**config.mk**
```make
export PLATFORM = sky130hd
export DESIGN_NAME = parallel_port_interface_mode0_flat
export DESIGN_NICKNAME = d
export VERILOG_FILES = /design/src/sv/ppi_pkg.sv /design/src/sv/ppi_if.sv /design/src/sv/parallel_port_interface_mode0.sv /design/src/sv/ppi_core.sv /design/src/flat_wrapper.sv
export SDC_FILE = /design/constraint.sdc
export NUM_CORES = 1
export LEC_CHECK = 0
export ABC_AREA = 0
export BUFFER_PORTS_ARGS = -buffer_cell sky130_fd_sc_hd__buf_2
export CORE_ASPECT_RATIO = 0.5
export CORE_MARGIN = 10
export CORE_UTILIZATION = 49
export CTS_CLUSTER_SIZE = 14
export DETAILED_ROUTE_END_ITERATION = 8
export GPL_TIMING_DRIVEN = 0
export PLACE_DENSITY_LB_ADDON = 0.12
export SLEW_MARGIN = 20
export SYNTH_ARGS = -nofsm -noshare
export SYNTH_HDL_FRONTEND = slang
export SYNTH_HIERARCHICAL = 1
export SYNTH_SLANG_ARGS = --single-unit
```
**constraint.sdc**
```tcl
create_clock -name clock -period 2.45 [get_ports clock]
set_clock_uncertainty 0.05 [all_clocks]
set_input_delay 0 -clock clock [delete_from_list [all_inputs] [get_ports clock]]
set_output_delay 0 -clock clock [all_outputs]
set_load 0.05 [all_outputs]
```
**src/sv/ppi_pkg.sv**
```systemverilog
// ---------------------------------------------------------------------------
// ppi_pkg: shared types, codes and drive helpers
// Register state, beat payloads and control word fields for the parallel
// port interface (mode 0).
// ---------------------------------------------------------------------------
package ppi_pkg;

   // Access kind carried by the command field
   localparam logic CMD_READ  = 1'b0;
   localparam logic CMD_WRITE = 1'b1;

   // Register map
   typedef enum logic [1:0] {
      ADDR_PORT_A  = 2'd0,
      ADDR_PORT_B  = 2'd1,
      ADDR_PORT_C  = 2'd2,
      ADDR_CONTROL = 2'd3
   } ppi_addr_type;

   // Control word after reset: mode set, all ports input
   localparam logic [7:0] CW_RESET = 8'h9b;

   // Control word bits (set = input direction)
   localparam int CW_MODE_SET_BIT = 7;
   localparam int CW_A_IN_BIT     = 4;
   localparam int CW_CH_IN_BIT    = 3;
   localparam int CW_B_IN_BIT     = 1;
   localparam int CW_CL_IN_BIT    = 0;

   // Bit set/reset command fields
   localparam int BSR_SEL_MSB = 3;
   localparam int BSR_SEL_LSB = 1;
   localparam int BSR_VAL_BIT = 0;

   typedef struct packed {
      logic [7:0] latch_a;
      logic [7:0] latch_b;
      logic [7:0] latch_c;
      logic [7:0] control_word;
      logic [7:0] last_a_drive;
      logic [7:0] last_c_drive;
   } ppi_state_type;

   typedef struct packed {
      logic       command;
      logic [1:0] port_address;
      logic [7:0] write_data;
      logic [7:0] port_a_pins;
      logic [7:0] port_b_pins;
      logic [7:0] port_c_pins;
   } ppi_req_type;

   typedef struct packed {
      logic [7:0] read_data;
      logic [7:0] port_a_drive;
      logic [7:0] port_b_drive;
      logic [7:0] port_c_drive;
      logic       port_a_changed;
      logic       port_c_changed;
   } ppi_rsp_type;

   function automatic logic [7:0] drive_a(input ppi_state_type s);
      return s.control_word[CW_A_IN_BIT] ? 8'h00 : s.latch_a;
   endfunction

   function automatic logic [7:0] drive_b(input ppi_state_type s);
      return s.control_word[CW_B_IN_BIT] ? 8'h00 : s.latch_b;
   endfunction

   function automatic logic [7:0] drive_c(input ppi_state_type s);
      logic [3:0] lo;
      logic [3:0] hi;
      lo = s.control_word[CW_CL_IN_BIT] ? 4'h0 : s.latch_c[3:0];
      hi = s.control_word[CW_CH_IN_BIT] ? 4'h0 : s.latch_c[7:4];
      return {hi, lo};
   endfunction

endpackage

```
**src/sv/ppi_if.sv**
```systemverilog
// ---------------------------------------------------------------------------
// ppi_req_if / ppi_rsp_if: valid/ready channels
// Access beats in, result beats out.
// ---------------------------------------------------------------------------
interface ppi_req_if;
   logic       valid;
   logic       ready;
   logic       command;
   logic [1:0] port_address;
   logic [7:0] write_data;
   logic [7:0] port_a_pins;
   logic [7:0] port_b_pins;
   logic [7:0] port_c_pins;

   modport source(output valid, command, port_address, write_data,
                  port_a_pins, port_b_pins, port_c_pins, input ready);
   modport sink(input valid, command, port_address, write_data,
                port_a_pins, port_b_pins, port_c_pins, output ready);
endinterface

interface ppi_rsp_if;
   logic       valid;
   logic       ready;
   logic [7:0] read_data;
   logic [7:0] port_a_drive;
   logic [7:0] port_b_drive;
   logic [7:0] port_c_drive;
   logic       port_a_changed;
   logic       port_c_changed;

   modport source(output valid, read_data, port_a_drive, port_b_drive,
                  port_c_drive, port_a_changed, port_c_changed, input ready);
   modport sink(input valid, read_data, port_a_drive, port_b_drive,
                port_c_drive, port_a_changed, port_c_changed, output ready);
endinterface

```
**src/sv/parallel_port_interface_mode0.sv**
```systemverilog
// ---------------------------------------------------------------------------
// parallel_port_interface_mode0: three-port parallel interface, mode 0
// The result beat is registered: it is presented in the cycle after its access beat is accepted.
// Throughput one access per cycle while the result side is not stalling; the result register decouples the sides.
// Synchronous active-high reset: latches and last drives to 0, control word
// to 0x9b (all ports input), result register empty.
// ---------------------------------------------------------------------------
module parallel_port_interface_mode0 import ppi_pkg::*; (
   input  logic      clock,
   input  logic      reset,
   ppi_req_if.sink   req_chan,
   ppi_rsp_if.source rsp_chan
);

   // Architectural register file: port latches, control word and the drive
   // values last reported after a write (for the change flags).
   ppi_state_type state_ff;
   ppi_state_type state_in;

   // Result register
   logic        rsp_valid_ff;
   ppi_rsp_type rsp_data_ff;
   ppi_rsp_type rsp_in;

   ppi_req_type req_beat;
   logic        req_accept;

   // Gather the access beat into one payload word
   assign req_beat.command      = req_chan.command;
   assign req_beat.port_address = req_chan.port_address;
   assign req_beat.write_data   = req_chan.write_data;
   assign req_beat.port_a_pins  = req_chan.port_a_pins;
   assign req_beat.port_b_pins  = req_chan.port_b_pins;
   assign req_beat.port_c_pins  = req_chan.port_c_pins;

   // Take a new beat whenever the result register is empty or draining
   assign req_chan.ready = !rsp_valid_ff || rsp_chan.ready;
   assign req_accept     = req_chan.valid && req_chan.ready;

   // All decode, the write update and change detection happen in one pass
   ppi_core u_core (
      .state    (state_ff),
      .req      (req_beat),
      .state_in (state_in),
      .rsp_in   (rsp_in)
   );

   // Control state: advance the register state only on an accepted beat; result valid also clears when drained
   always_ff @(posedge clock) begin
      if (reset) begin
         state_ff.latch_a      <= 8'h00;
         state_ff.latch_b      <= 8'h00;
         state_ff.latch_c      <= 8'h00;
         state_ff.control_word <= CW_RESET;
         state_ff.last_a_drive <= 8'h00;
         state_ff.last_c_drive <= 8'h00;
         rsp_valid_ff          <= 1'b0;
      end else begin
         if (req_accept) begin
            state_ff <= state_in;
         end
         if (req_accept) begin
            rsp_valid_ff <= 1'b1;
         end else if (rsp_chan.ready) begin
            rsp_valid_ff <= 1'b0;
         end
      end
   end

   // Result payload: load with the accepted beat, hold while stalled
   always_ff @(posedge clock) begin
      if (req_accept) begin
         rsp_data_ff <= rsp_in;
      end
   end

   assign rsp_chan.valid          = rsp_valid_ff;
   assign rsp_chan.read_data      = rsp_data_ff.read_data;
   assign rsp_chan.port_a_drive   = rsp_data_ff.port_a_drive;
   assign rsp_chan.port_b_drive   = rsp_data_ff.port_b_drive;
   assign rsp_chan.port_c_drive   = rsp_data_ff.port_c_drive;
   assign rsp_chan.port_a_changed = rsp_data_ff.port_a_changed;
   assign rsp_chan.port_c_changed = rsp_data_ff.port_c_changed;

   // A read never reports a drive change
   a_read_no_change: assert property (@(posedge clock) disable iff (reset)
      req_accept && (req_chan.command == CMD_READ) |=>
         rsp_valid_ff && !rsp_data_ff.port_a_changed && !rsp_data_ff.port_c_changed)
      else $error("read beat reported a drive change");

   // A write returns zero read data
   a_write_zero_data: assert property (@(posedge clock) disable iff (reset)
      req_accept && (req_chan.command == CMD_WRITE) |=>
         rsp_valid_ff && (rsp_data_ff.read_data == 8'h00))
      else $error("write beat returned nonzero read data");

   // After a write the tracked drives match what was reported
   a_write_tracks_drive: assert property (@(posedge clock) disable iff (reset)
      req_accept && (req_chan.command == CMD_WRITE) |=>
         (state_ff.last_a_drive == rsp_data_ff.port_a_drive) &&
         (state_ff.last_c_drive == rsp_data_ff.port_c_drive))
      else $error("tracked drive differs from reported drive");

   // Architectural state only moves on an accepted beat
   a_state_stable: assert property (@(posedge clock) disable iff (reset)
      !req_accept |=> $stable(state_ff))
      else $error("register state moved without an access");

endmodule

```
**src/sv/ppi_core.sv**
```systemverilog
// ---------------------------------------------------------------------------
// ppi_core: access decode and next-state logic
// Read mux, latch/control writes, bit set/reset and change detection.
// ---------------------------------------------------------------------------
module ppi_core import ppi_pkg::*; (
   input  ppi_state_type state,
   input  ppi_req_type   req,
   output ppi_state_type state_in,
   output ppi_rsp_type   rsp_in
);

   logic [7:0] new_a_drive;
   logic [7:0] new_c_drive;
   logic [7:0] c_read;

   // mix pins and latch per port C nibble
   assign c_read = {state.control_word[CW_CH_IN_BIT] ? req.port_c_pins[7:4]
                                                      : state.latch_c[7:4],
                    state.control_word[CW_CL_IN_BIT] ? req.port_c_pins[3:0]
                                                      : state.latch_c[3:0]};

   always_comb begin
      state_in    = state;
      rsp_in      = '0;
      new_a_drive = 8'h00;
      new_c_drive = 8'h00;
      if (req.command == CMD_READ) begin
         unique case (req.port_address)
            ADDR_PORT_A: begin
               rsp_in.read_data = state.control_word[CW_A_IN_BIT] ? req.port_a_pins
                                                                  : state.latch_a;
            end
            ADDR_PORT_B: begin
               rsp_in.read_data = state.control_word[CW_B_IN_BIT] ? req.port_b_pins
                                                                  : state.latch_b;
            end
            ADDR_PORT_C: begin
               rsp_in.read_data = c_read;
            end
            default: begin
               rsp_in.read_data = state.control_word;
            end
         endcase
      end else begin
         unique case (req.port_address)
            ADDR_PORT_A: state_in.latch_a = req.write_data;
            ADDR_PORT_B: state_in.latch_b = req.write_data;
            ADDR_PORT_C: state_in.latch_c = req.write_data;
            default: begin
               if (req.write_data[CW_MODE_SET_BIT]) begin
                  state_in.control_word = req.write_data;
               end else begin
                  state_in.latch_c[req.write_data[BSR_SEL_MSB:BSR_SEL_LSB]] =
                     req.write_data[BSR_VAL_BIT];
               end
            end
         endcase
         new_a_drive             = drive_a(state_in);
         new_c_drive             = drive_c(state_in);
         rsp_in.port_a_changed   = (new_a_drive != state.last_a_drive);
         rsp_in.port_c_changed   = (new_c_drive != state.last_c_drive);
         state_in.last_a_drive   = new_a_drive;
         state_in.last_c_drive   = new_c_drive;
      end
      rsp_in.port_a_drive = drive_a(state_in);
      rsp_in.port_b_drive = drive_b(state_in);
      rsp_in.port_c_drive = drive_c(state_in);
   end

endmodule

```
**src/flat_wrapper.sv**
```systemverilog
// flat-port wrapper written by rule: the top's interface ports become plain ports
module parallel_port_interface_mode0_flat import ppi_pkg::*;
  (clock, reset, req_chan_valid, req_chan_command, req_chan_port_address, req_chan_write_data, req_chan_port_a_pins, req_chan_port_b_pins, req_chan_port_c_pins, req_chan_ready, rsp_chan_valid, rsp_chan_read_data, rsp_chan_port_a_drive, rsp_chan_port_b_drive, rsp_chan_port_c_drive, rsp_chan_port_a_changed, rsp_chan_port_c_changed, rsp_chan_ready);
  ppi_req_if req_chan_i ();
  ppi_rsp_if rsp_chan_i ();
  input  logic clock;
  input  logic reset;
  input wire logic [$bits(req_chan_i.valid)-1:0] req_chan_valid;
  input wire logic [$bits(req_chan_i.command)-1:0] req_chan_command;
  input wire logic [$bits(req_chan_i.port_address)-1:0] req_chan_port_address;
  input wire logic [$bits(req_chan_i.write_data)-1:0] req_chan_write_data;
  input wire logic [$bits(req_chan_i.port_a_pins)-1:0] req_chan_port_a_pins;
  input wire logic [$bits(req_chan_i.port_b_pins)-1:0] req_chan_port_b_pins;
  input wire logic [$bits(req_chan_i.port_c_pins)-1:0] req_chan_port_c_pins;
  output wire logic [$bits(req_chan_i.ready)-1:0] req_chan_ready;
  output wire logic [$bits(rsp_chan_i.valid)-1:0] rsp_chan_valid;
  output wire logic [$bits(rsp_chan_i.read_data)-1:0] rsp_chan_read_data;
  output wire logic [$bits(rsp_chan_i.port_a_drive)-1:0] rsp_chan_port_a_drive;
  output wire logic [$bits(rsp_chan_i.port_b_drive)-1:0] rsp_chan_port_b_drive;
  output wire logic [$bits(rsp_chan_i.port_c_drive)-1:0] rsp_chan_port_c_drive;
  output wire logic [$bits(rsp_chan_i.port_a_changed)-1:0] rsp_chan_port_a_changed;
  output wire logic [$bits(rsp_chan_i.port_c_changed)-1:0] rsp_chan_port_c_changed;
  input wire logic [$bits(rsp_chan_i.ready)-1:0] rsp_chan_ready;
  assign req_chan_i.valid = req_chan_valid;
  assign req_chan_i.command = req_chan_command;
  assign req_chan_i.port_address = req_chan_port_address;
  assign req_chan_i.write_data = req_chan_write_data;
  assign req_chan_i.port_a_pins = req_chan_port_a_pins;
  assign req_chan_i.port_b_pins = req_chan_port_b_pins;
  assign req_chan_i.port_c_pins = req_chan_port_c_pins;
  assign req_chan_ready = req_chan_i.ready;
  assign rsp_chan_valid = rsp_chan_i.valid;
  assign rsp_chan_read_data = rsp_chan_i.read_data;
  assign rsp_chan_port_a_drive = rsp_chan_i.port_a_drive;
  assign rsp_chan_port_b_drive = rsp_chan_i.port_b_drive;
  assign rsp_chan_port_c_drive = rsp_chan_i.port_c_drive;
  assign rsp_chan_port_a_changed = rsp_chan_i.port_a_changed;
  assign rsp_chan_port_c_changed = rsp_chan_i.port_c_changed;
  assign rsp_chan_i.ready = rsp_chan_ready;
  parallel_port_interface_mode0 u_core (.clock(clock), .reset(reset), .req_chan(req_chan_i), .rsp_chan(rsp_chan_i));
endmodule
```
==> out/results.tsv, run 1 <==
stage	metric	value	unit
clock_tree	post-CTS sizing	0	
critical_path	Critical Path RT	2.49	ns
grt	Global Route Usage Sum	20.8	%
critical_path	CP Data Arrival Time	2.39	ns
routing	Initial DRT Pass Iterations	5	
timing	min cycle time layout	2.35	ns
critical_path	startpoint type of the worst setup path	flop	
finish	nets	702	
outcome	status	finished clean	
timing	fin crit share	95.9	%
yosys	EDFF count, synth	34	
yosys	Synth Instances	582	
critical_path	Max FO, Critical Path	8	
floorplan	die area	15600	sq um
yosys	Syn. warnings	6	
clock_tree	TritonCTS clock tree	done	
routing	Remaining DRCs	0	
finish	Non-Filler Instances	808	
floorplan	chip width	167	microns
clock_tree	clock-pin slew on the worst setup and hold paths	0.07	ns
power_and_ir_drop	PD cells	580	nW/um^2
clock_tree	Clock Path Buffers	2	
timing	Fmax achieved	0.426	GHz
yosys	Seq/Total Area, Yosys	37.9	%
floorplan	IO Pins	75	
timing	setup ws final	0.100	ns
yosys	Synth Register Bits	83	
routing	overall via count from detail_route	4821	
timing	setup violators final	0	
flow_run	Max-Cap Viols	0	
clock_tree	Clock Latency Late Sink	0.34	ns
grt	global-route wire length before repair	25900	microns
yosys	Avg Inst Size Synth	9.07	sq um
yosys	post-synth cell types	54	
clock_tree	CTS root buf	clkbuf_16	
timing	RSZ-0062 raised after global routing	no	
routing	Avg WL per Cell	20.5	microns
timing	Worst-Margin Slew	0.827	ns
floorplan	die height	93.4	microns
finish	synthesis-to-finish area growth	15.7	%
timing	fin. max-slew vios	0	
floorplan	# rows	26	
finish	layout cell share with drive strength beyond 1	22.5	%
routing	post-detailed-route count of antenna-violating nets	0	
routing	First DRT Iteration DRCs	469	
yosys	FFs w/ async S/R, synth	0	%
routing	Via density	5.97	
grt	largest net degree at the start of global routing	40	
floorplan	initial core utilization	51.0	%
placement	Place WS	0.0467	ns
finish	Fillers	937	
critical_path	Setup Crit Path Kind	flop to flop	
placement	placed cells	792	
critical_path	Worst Setup End Kind	flop	
placement	dpl cell area	5810	sq um
clock_tree	Num CTS Buffers	9	
finish	Final Util	59.0	%
clock_tree	postcts setup bufs	0	
timing	Setup TNS	0	ns
floorplan	Core ar.	10300	sq um
finish	antenna cells	0	
clock_tree	H-tree Lvls	3	
grt	GRT overflow	0	
finish	post-route cell area	6110	sq um
grt	initial antenna violation count	0	
placement	routability cong.	0.935	
placement	buffers added on ports	70	
timing	Max-slew headroom	44.5	%
grt	number of global-route vias before repair	4541	
power_and_ir_drop	worst vdd ir	0.000369	V
placement	Final HPWL DP	12400	microns
routing	final WL	16600	microns
yosys	ys flop type	dfxtp_1	
clock_tree	Clock Sinks	83	
clock_tree	hold_buf cts	0	
yosys	synthesized cell area	5280	sq um
worst_hold_path	Hold Crit Class	primary input to flop	
timing	Final Hold Vio Count	0	
power_and_ir_drop	Static Leak	0.00237	uW
yosys	syn_nets	621	
cell families (layout without fill, tap and decap cells):
logic type      after synthesis  after routing  share of synthesized area [%]
compound gates              191            191                           25.5
xor+xnor                      6              6                          0.995
buf+inv                      64            150                           6.11
flops                        83             83                           37.9
mux                          53             53                           10.6
simple gates                185            185                           18.9
area by class of cell:
cell class,count,area (sq um),area share (%)
Multi-Input combinational cell,435,2960,48.4
Sequential cell,83,2000,32.8
Timing Repair Buffer,70,350,5.74
Buffer,52,278,4.55
Clock buffer,9,225,3.69
Tap cell,140,175,2.87
Clock inverter,7,77.6,1.27
Inverter,12,45.0,0.737
registers in the layout (all words and copies together) (netlist names):
| name | flops |
|---|---|
| u_core/state_ff | 48 |
| u_core/rsp_chan.port_c_changed | 1 |
| u_core/rsp_chan.port_a_changed | 1 |
| u_core/rsp_chan.port_a_drive | 8 |
| u_core/rsp_chan.port_c_drive | 8 |
| u_core/rsp_chan.valid | 1 |
| u_core/rsp_chan.read_data | 8 |
| u_core/rsp_chan.port_b_drive | 8 |
through the flow:
step / hold WS [ns] / total power, uW
floorplan: 0.259 / 1980
global placement: 0.370 / 2170
detailed placement: 0.393 / 2170
CTS: 0.0364 / 3560
global route: 0.0569 / 3670
finish: 0.0450 / 3540
worst max-delay path: stages, from the launching register on:
cell and delay (ns):
dfxtp_1 0.31, clkbuf_1 0.25, mux2i_1 0.50, o221ai_2 0.26
xnor2_1 0.17, a211o_1 0.27, a211o_1 0.29
Yosys cell counts, types with 2 or more instances:
library cell  count  area [sq um]
a21oi_1          70           350
nand3_1          56           280
dfxtp_1          49           981
a21bo_1          36           360
nor2b_1          36           225
nor2_1           35           131
edfxtp_1         34          1020
mux2i_1          31           310
clkbuf_1         29           109
mux2_2           22           248
o21ai_0          20           100
nand2_1          18          67.6
a211oi_1         14           105
nor3_1           14          70.1
inv_1            11          41.3
a21o_1            9          67.6
buf_2             9          45.0
buf_6             9           101
a21bo_2           8          80.1
a21oi_2           8          70.1
nor4bb_1          6          60.1
o22ai_1           6          37.5
xor2_1            5          43.8
a311oi_1          4          35.0
buf_1             4          15.0
o32ai_1           4          35.0
nand2b_1          3          18.8
a211o_1           2          17.5
and4b_1           2          20.0
nand4_1           2          12.5
o2bb2ai_1         2          17.5
or2_2             2          12.5
layer usage:
metal | vias up | global-route usage, % | share of wire (%)
met2 | 210 | 29.8 | 41
li1 | 2308 | - | -
met5 | - | 0 | 0
met4 | 0 | 4.58 | 1.2
met1 | 2283 | 30.3 | 48
met3 | 20 | 5.39 | 10
layout by cell type, fill, tap and decap left out, types with 3 or more instances in the layout:
cell,count
mux2_2,22
o21ai_0,20
a21oi_2,8
inv_1,11
buf_6,9
nor2_1,35
mux2i_1,31
a21bo_1,36
o32ai_1,4
clkbuf_16,9
a311oi_1,4
nor3_1,14
xor2_1,5
a21bo_2,8
nor2b_1,36
o22ai_1,6
a211oi_1,14
nand2_1,18
clkbuf_1,29
buf_1,4
dfxtp_1,49
nor4bb_1,6
nand2b_1,3
a21oi_1,70
buf_2,79
a21o_1,9
edfxtp_1,34
nand3_1,56
power by group:
group          total [uW]  internal [uW]  leakage, uW  switching (uW)
combinational         638            192      0.00149             446
clock                1390            797     0.000141             592
sequential           1520           1490     0.000741            26.5
total                3540           2480      0.00237            1060
worst paths after layout:
path	from	endpoint	slack, ns	cells after the start
max	u_core/state_ff[16]	u_core/rsp_chan.port_c_changed	0.10	6
min	reset	u_core/state_ff[23]	0.04	3
max reg2reg	u_core/state_ff[16]	u_core/rsp_chan.port_c_changed	0.10	6
min reg2reg	u_core/state_ff[17]	u_core/state_ff[17]	0.47	2
No activity file was read; power rests on OpenSTA's default activity.
==> inputs of run 2 (changes only) <==
- CTS_BUF_LIST: unset -> sky130_fd_sc_hd__clkbuf_8
==> out/results.tsv, run 2 (synthesized netlist as in run 1, its figures left out) <==
stage	metric	value	unit	change
finish	nets	702		unchanged
timing	min cycle time layout	2.28	ns	was 2.35 ns
placement	routability cong.	0.935		unchanged
routing	post-detailed-route count of antenna-violating nets	0		unchanged
routing	First DRT Iteration DRCs	428		was 469
timing	fin crit share	93.1	%	was 95.9%
grt	largest net degree at the start of global routing	40		unchanged
finish	most frequent cells in the layout	buf_2, a21oi_1, nand3_1, dfxtp_1		unchanged
finish	post-route cell area	6010	sq um	was 6110 sq um
critical_path	CP Data Arrival Time	2.35	ns	was 2.39 ns
floorplan	die height	93.4	microns	unchanged
routing	final WL	16600	microns	about the same
timing	Fmax achieved	0.438	GHz	was 0.426 GHz
critical_path	Critical path buffers and inverters	1		unchanged
routing	Via density	5.97		about the same
clock_tree	Clock Latency Late Sink	0.37	ns	was 0.34 ns
placement	dpl cell area	5810	sq um	unchanged
floorplan	chip width	167	microns	unchanged
placement	buffers added on ports	70		unchanged
power_and_ir_drop	PD cells	532	nW/um^2	was 580 nW/um^2
grt	global-route wire length before repair	25900	microns	about the same
critical_path	Max FO, Critical Path	8		unchanged
finish	antenna cells	0		unchanged
finish	layout cell share with drive strength beyond 1	22.6	%	was 22.5%
finish	register area	2000	sq um	unchanged
placement	Final HPWL DP	12400	microns	unchanged
routing	Avg WL per Cell	20.5	microns	about the same
finish	number of flip-flops in the largest register	48		unchanged
clock_tree	TritonCTS clock tree	done		unchanged
clock_tree	H-tree Lvls	3		unchanged
timing	Final Hold Vio Count	0		unchanged
critical_path	slowest stage delay, CP	0.64	ns	was 0.50 ns
grt	number of global-route vias before repair	4518		was 4541
outcome	status	finished clean		unchanged
critical_path	CP Cell Sequence	clkbuf_1 -> mux2i_1 -> nor2_1 -> nor4_1 -> nand4_1 -> a211o_1		was clkbuf_1 -> mux2i_1 -> o221ai_2 -> xnor2_1 -> a211o_1 -> a211o_1
critical_path	critical path's top delay family	multiplexers		was compound AO/OA/AOI/OAI gates
clock_tree	Clock Path Buffers	2		unchanged
floorplan	# rows	26		unchanged
clock_tree	postcts setup bufs	0		unchanged
finish	Fillers	949		was 937
routing	Initial DRT Pass Iterations	5		unchanged
routing	overall via count from detail_route	4820		was 4821
clock_tree	clock-pin slew on the worst setup and hold paths	0.10	ns	was 0.07 ns
grt	initial antenna violation count	0		unchanged
power_and_ir_drop	total power	3200	uW	was 3540 uW
timing	setup violators final	0		unchanged
floorplan	initial core utilization	51.0	%	unchanged
finish	Multi-input gate area	2960	sq um	about the same
critical_path	Setup Crit Path Kind	flop to flop		unchanged
finish	synthesis-to-finish area growth	13.8	%	was 15.7%
power_and_ir_drop	Static Leak	0.00232	uW	was 0.00237 uW
worst_hold_path	Hold Crit Class	primary input to flop		unchanged
floorplan	Core ar.	10300	sq um	unchanged
clock_tree	Clock Sinks	83		unchanged
finish	most common cell after layout, fill and taps aside	buf_2		unchanged
power_and_ir_drop	worst vdd ir	0.000298	V	was 0.000369 V
finish	Most flops, register	u_core/state_ff		unchanged
grt	GRT overflow	0		unchanged
timing	Setup TNS	0	ns	unchanged
critical_path	slowest CP cell	mux2i_1		unchanged
floorplan	IO Pins	75		unchanged
floorplan	die area	15600	sq um	unchanged
clock_tree	CTS root buf	clkbuf_8		was clkbuf_16
routing	Remaining DRCs	0		unchanged
timing	Max-slew headroom	49.9	%	was 44.5%
flow_run	Max-Cap Viols	0		unchanged
timing	Worst-Margin Slew	0.746	ns	was 0.827 ns
critical_path	Worst Setup End Kind	flop		unchanged
critical_path	startpoint type of the worst setup path	flop		unchanged
critical_path	Critical Path RT	2.52	ns	was 2.49 ns
timing	fin. max-slew vios	0		unchanged
timing	RSZ-0062 raised after global routing	no		unchanged
clock_tree	Num CTS Buffers	9		unchanged
grt	Global Route Usage Sum	20.8	%	about the same
## run 2: changes by cell type in the layout (fill, tap and decap cells not counted)
cell	change
clkbuf_8	+9
mux2i_1	-1
clkbuf_16	-9
mux2i_2	+1
## run 2: where the power goes
part           total [uW]  switching (uW)  internal, uW
clock network        1050             569           479
registers            1520            26.6          1490
logic                 637             444           193
total                3200            1040          2160
## run 2: per-layer routing
layer	part of all wire, %	GRT usage [%]	up-vias
met2	41	29.4	211
met1	48	30.3	2295
met5	0	0	-
met4	1.2	4.72	0
li1	-	-	2294
met3	10	6.14	20
## run 2: layout make-up
| cell class | count | area share [%] |
|---|---|---|
| well taps | 140 | 2.91 |
| plain buffers | 52 | 4.62 |
| inverters | 12 | 0.749 |
| flip-flops and latches | 83 | 33.3 |
| multi-input cells | 435 | 49.2 |
| repair buffers | 70 | 5.83 |
| clock inverters | 7 | 1.29 |
| clock buffers | 9 | 2.06 |
## run 2: worst min-delay path, cell delays in order
cell     delay (ns)
buf_2          0.19
nor2_1         0.11
mux2i_1        0.07
## run 2: final timing paths
check / startpoint / to / slack [ns] / cells after the start
worst max-delay path: u_core/state_ff[19] / u_core/rsp_chan.port_c_changed / 0.17 / 6
worst min-delay path: reset / u_core/state_ff[16] / 0.008 / 3
worst max register to register: u_core/state_ff[19] / u_core/rsp_chan.port_c_changed / 0.17 / 6
worst min register to register: u_core/state_ff[17] / u_core/state_ff[17] / 0.47 / 2
## run 2: per-stage QoR
step	std cells	util [%]	setup slack, ns	hold WS (ns)
after floorplan	582	-	0.514	0.259
after global placement	792	56.1	0.0116	0.370
after detailed placement	792	56.1	0.0467	0.393
after CTS	808	58.1	0.152	0.00346
after global routing	808	58.1	0.0321	0.0103
final	808	58.1	0.168	0.00772
## run 2: repair_timing
item | in CTS | in global routing
endpoints found under the setup margin | 0 | 1
gates resized for setup | 0 | 1
hold buffers | 0 | 0
endpoints found under the hold margin | 0 | 0
==> inputs of run 3 (changes only) <==
- BUFFER_PORTS_ARGS: -buffer_cell sky130_fd_sc_hd__buf_2 -> unset
- DONT_BUFFER_PORTS: unset -> 1
==> out/results.tsv, run 3 (synthesized netlist as in run 1, its figures left out) <==
stage	metric	value	unit	change
grt	largest net degree at the start of global routing	40		unchanged
clock_tree	Clock Latency Late Sink	0.37	ns	about the same
routing	Initial DRT Pass Iterations	5		unchanged
floorplan	initial core utilization	51.0	%	unchanged
power_and_ir_drop	combinational power share	14.2	%	was 19.9%
placement	dpl cell area	5460	sq um	was 5810 sq um
finish	number of flip-flops in the largest register	48		unchanged
critical_path	startpoint type of the worst setup path	flop		unchanged
critical_path	Worst Reg2Reg Path Length in Cells	6		unchanged
critical_path	CP Data Arrival Time	2.34	ns	was 2.35 ns
critical_path	Critical Path RT	2.53	ns	was 2.52 ns
timing	min cycle time layout	2.26	ns	was 2.28 ns
routing	Via density	6.16		was 5.97
power_and_ir_drop	sequential power share	51.0	%	was 47.4%
timing	Worst-Margin Slew	0.761	ns	was 0.746 ns
critical_path	Crit Reg-Reg Endpoint	u_core/rsp_chan.port_c_changed		unchanged
placement	Final HPWL DP	12100	microns	was 12400 microns
floorplan	die area	15600	sq um	unchanged
timing	Max-slew headroom	48.9	%	was 49.9%
routing	Remaining DRCs	0		unchanged
power_and_ir_drop	P_int	2220	uW	was 2160 uW
floorplan	Core ar.	10300	sq um	unchanged
worst_hold_path	Hold Path Depth	4		was 3
timing	RSZ-0062 raised after global routing	no		unchanged
floorplan	IO Pins	75		unchanged
power_and_ir_drop	Psw	989	uW	was 1040 uW
grt	number of global-route vias before repair	4205		was 4518
clock_tree	Clock Sinks	83		unchanged
placement	placed cells	722		was 792
timing	Final Hold Vio Count	0		unchanged
finish	post-route cell area	5730	sq um	was 6010 sq um
routing	Avg WL per Cell	22.0	microns	was 20.5 microns
routing	First DRT Iteration DRCs	393		was 428
timing	fin. max-slew vios	0		unchanged
worst_hold_path	Hold Crit Class	primary input to flop		unchanged
clock_tree	Num CTS Buffers	9		unchanged
critical_path	Worst Setup End Kind	flop		unchanged
grt	GRT overflow	0		unchanged
floorplan	# rows	26		unchanged
clock_tree	H-tree Lvls	3		unchanged
grt	initial antenna violation count	0		unchanged
timing	setup violators final	0		unchanged
floorplan	die height	93.4	microns	unchanged
clock_tree	TritonCTS clock tree	done		unchanged
clock_tree	postcts setup bufs	0		unchanged
worst_hold_path	Hold Path Origin	req_chan_port_b_pins[2]		was reset
clock_tree	CTS root buf	clkbuf_8		unchanged
finish	Non-Filler Instances	743		was 808
outcome	status	finished clean		unchanged
timing	fin crit share	92.0	%	was 93.1%
flow_run	Max-Cap Viols	0		unchanged
routing	overall via count from detail_route	4577		was 4820
power_and_ir_drop	total power	3210	uW	was 3200 uW
placement	Place WS	0.154	ns	was 0.0467 ns
grt	global-route wire length before repair	25200	microns	was 25900 microns
power_and_ir_drop	PD cells	561	nW/um^2	was 532 nW/um^2
finish	most frequent cells in the layout	a21oi_1, nand3_1, dfxtp_1, a21bo_1, nor2b_1		was buf_2, a21oi_1, nand3_1, dfxtp_1
clock_tree	Clock Path Buffers	2		unchanged
finish	antenna cells	0		unchanged
worst_hold_path	Endpoint, Worst Hold	u_core/rsp_chan.read_data[2]		was u_core/state_ff[16]
critical_path	Max FO, Critical Path	8		unchanged
finish	Most flops, register	u_core/state_ff		unchanged
timing	setup ws final	0.195	ns	was 0.168 ns
critical_path	origin of the critical flop-to-flop path	u_core/state_ff[19]		unchanged
timing	Fmax achieved	0.443	GHz	was 0.438 GHz
routing	final WL	16300	microns	was 16600 microns
finish	layout cell share with drive strength beyond 1	13.4	%	was 22.6%
finish	synthesis-to-finish area growth	8.44	%	was 13.8%
placement	buffers added on ports	0		was 70
timing	Setup TNS	0	ns	unchanged
finish	nets	637		was 702
clock_tree	clock-pin slew on the worst setup and hold paths	0.10	ns	about the same
grt	Global Route Usage Sum	20.5	%	was 20.8%
critical_path	Setup Crit Path Kind	flop to flop		unchanged
power_and_ir_drop	clock network power share	34.8	%	was 32.7%
power_and_ir_drop	worst vdd ir	0.000256	V	was 0.000298 V
critical_path	R2R setup slack	0.19	ns	was 0.17 ns
power_and_ir_drop	Static Leak	0.00207	uW	was 0.00232 uW
routing	post-detailed-route count of antenna-violating nets	0		unchanged
power_and_ir_drop	Net Sw Frac	30.8	%	was 32.5%
finish	most common cell after layout, fill and taps aside	a21oi_1		was buf_2
placement	routability cong.	0.944		was 0.935
floorplan	chip width	167	microns	unchanged
==> run 3: per-stage QoR <==
step           util [%]  hold WS, ns
3_3_place_gp       52.7        0.267
4_1_cts            55.3     0.000665
5_1_grt            55.3       0.0327
2_1_floorplan         -        0.259
3_5_place_dp       52.7        0.276
6_report           55.3       0.0189
==> run 3: how the worst max path moves through the flow <==
| stage | startpoint | to | slack, ns | cells past startpoint |
|---|---|---|---|---|
| 6_report | u_core/state_ff[19] | u_core/rsp_chan.port_c_changed | 0.19 | 6 |
| 3_5_place_dp | u_core/state_ff[16] | u_core/rsp_chan.port_c_changed | 0.15 | 6 |
| 4_1_cts | u_core/state_ff[16] | u_core/rsp_chan.port_c_changed | 0.14 | 6 |
| 3_3_place_gp | u_core/state_ff[16] | u_core/rsp_chan.port_c_changed | 0.17 | 6 |
| 2_1_floorplan | u_core/state_ff[16] | u_core/rsp_chan.port_c_changed | 0.51 | 6 |
| 5_1_grt | u_core/state_ff[19] | u_core/rsp_chan.port_c_changed | 0.10 | 6 |
==> run 3: final cells by class <==
class / count / area, sq um
fillers: 963 / 4620
multi-input cells: 435 / 2960
flip-flops and latches: 83 / 2000
plain buffers: 52 / 278
well taps: 140 / 175
clock buffers: 9 / 124
clock inverters: 7 / 92.6
repair buffers: 5 / 50.0
inverters: 12 / 45.0
==> run 3: power by group through the flow <==
stage / sequential (uW) / clock [uW] / combinational (uW)
after floorplan: 1660 / 0 / 321
after global placement: 1670 / 0 / 432
after detailed placement: 1670 / 0 / 436
after CTS: 1640 / 1140 / 445
after global routing: 1650 / 1200 / 489
final: 1640 / 1120 / 455
==> run 3: timing repair <==
item                       4_1_cts  5_1_grt
hold buffers                     5        0
gates resized for setup          0        1
hold endpoints to repair        12        0
setup endpoints to repair        0        1
==> run 3: worst max-delay path: stages (launching register included) <==
cell      delay, ns
dfxtp_1        0.32
clkbuf_1       0.26
mux2i_1        0.61
nor2_1         0.11
nor4_1         0.30
nand4_1        0.13
a211o_1        0.24
==> run 3: per-layer routing <==
| layer | track usage [%] | up-vias | routed length, microns |
|---|---|---|---|
| met5 | 0 | - | 0 |
| met3 | 4.43 | 10 | 1330 |
| li1 | - | 2166 | - |
| met1 | 30.3 | 2194 | 7960 |
| met4 | 4.51 | 0 | 96 |
| met2 | 29.3 | 207 | 6930 |
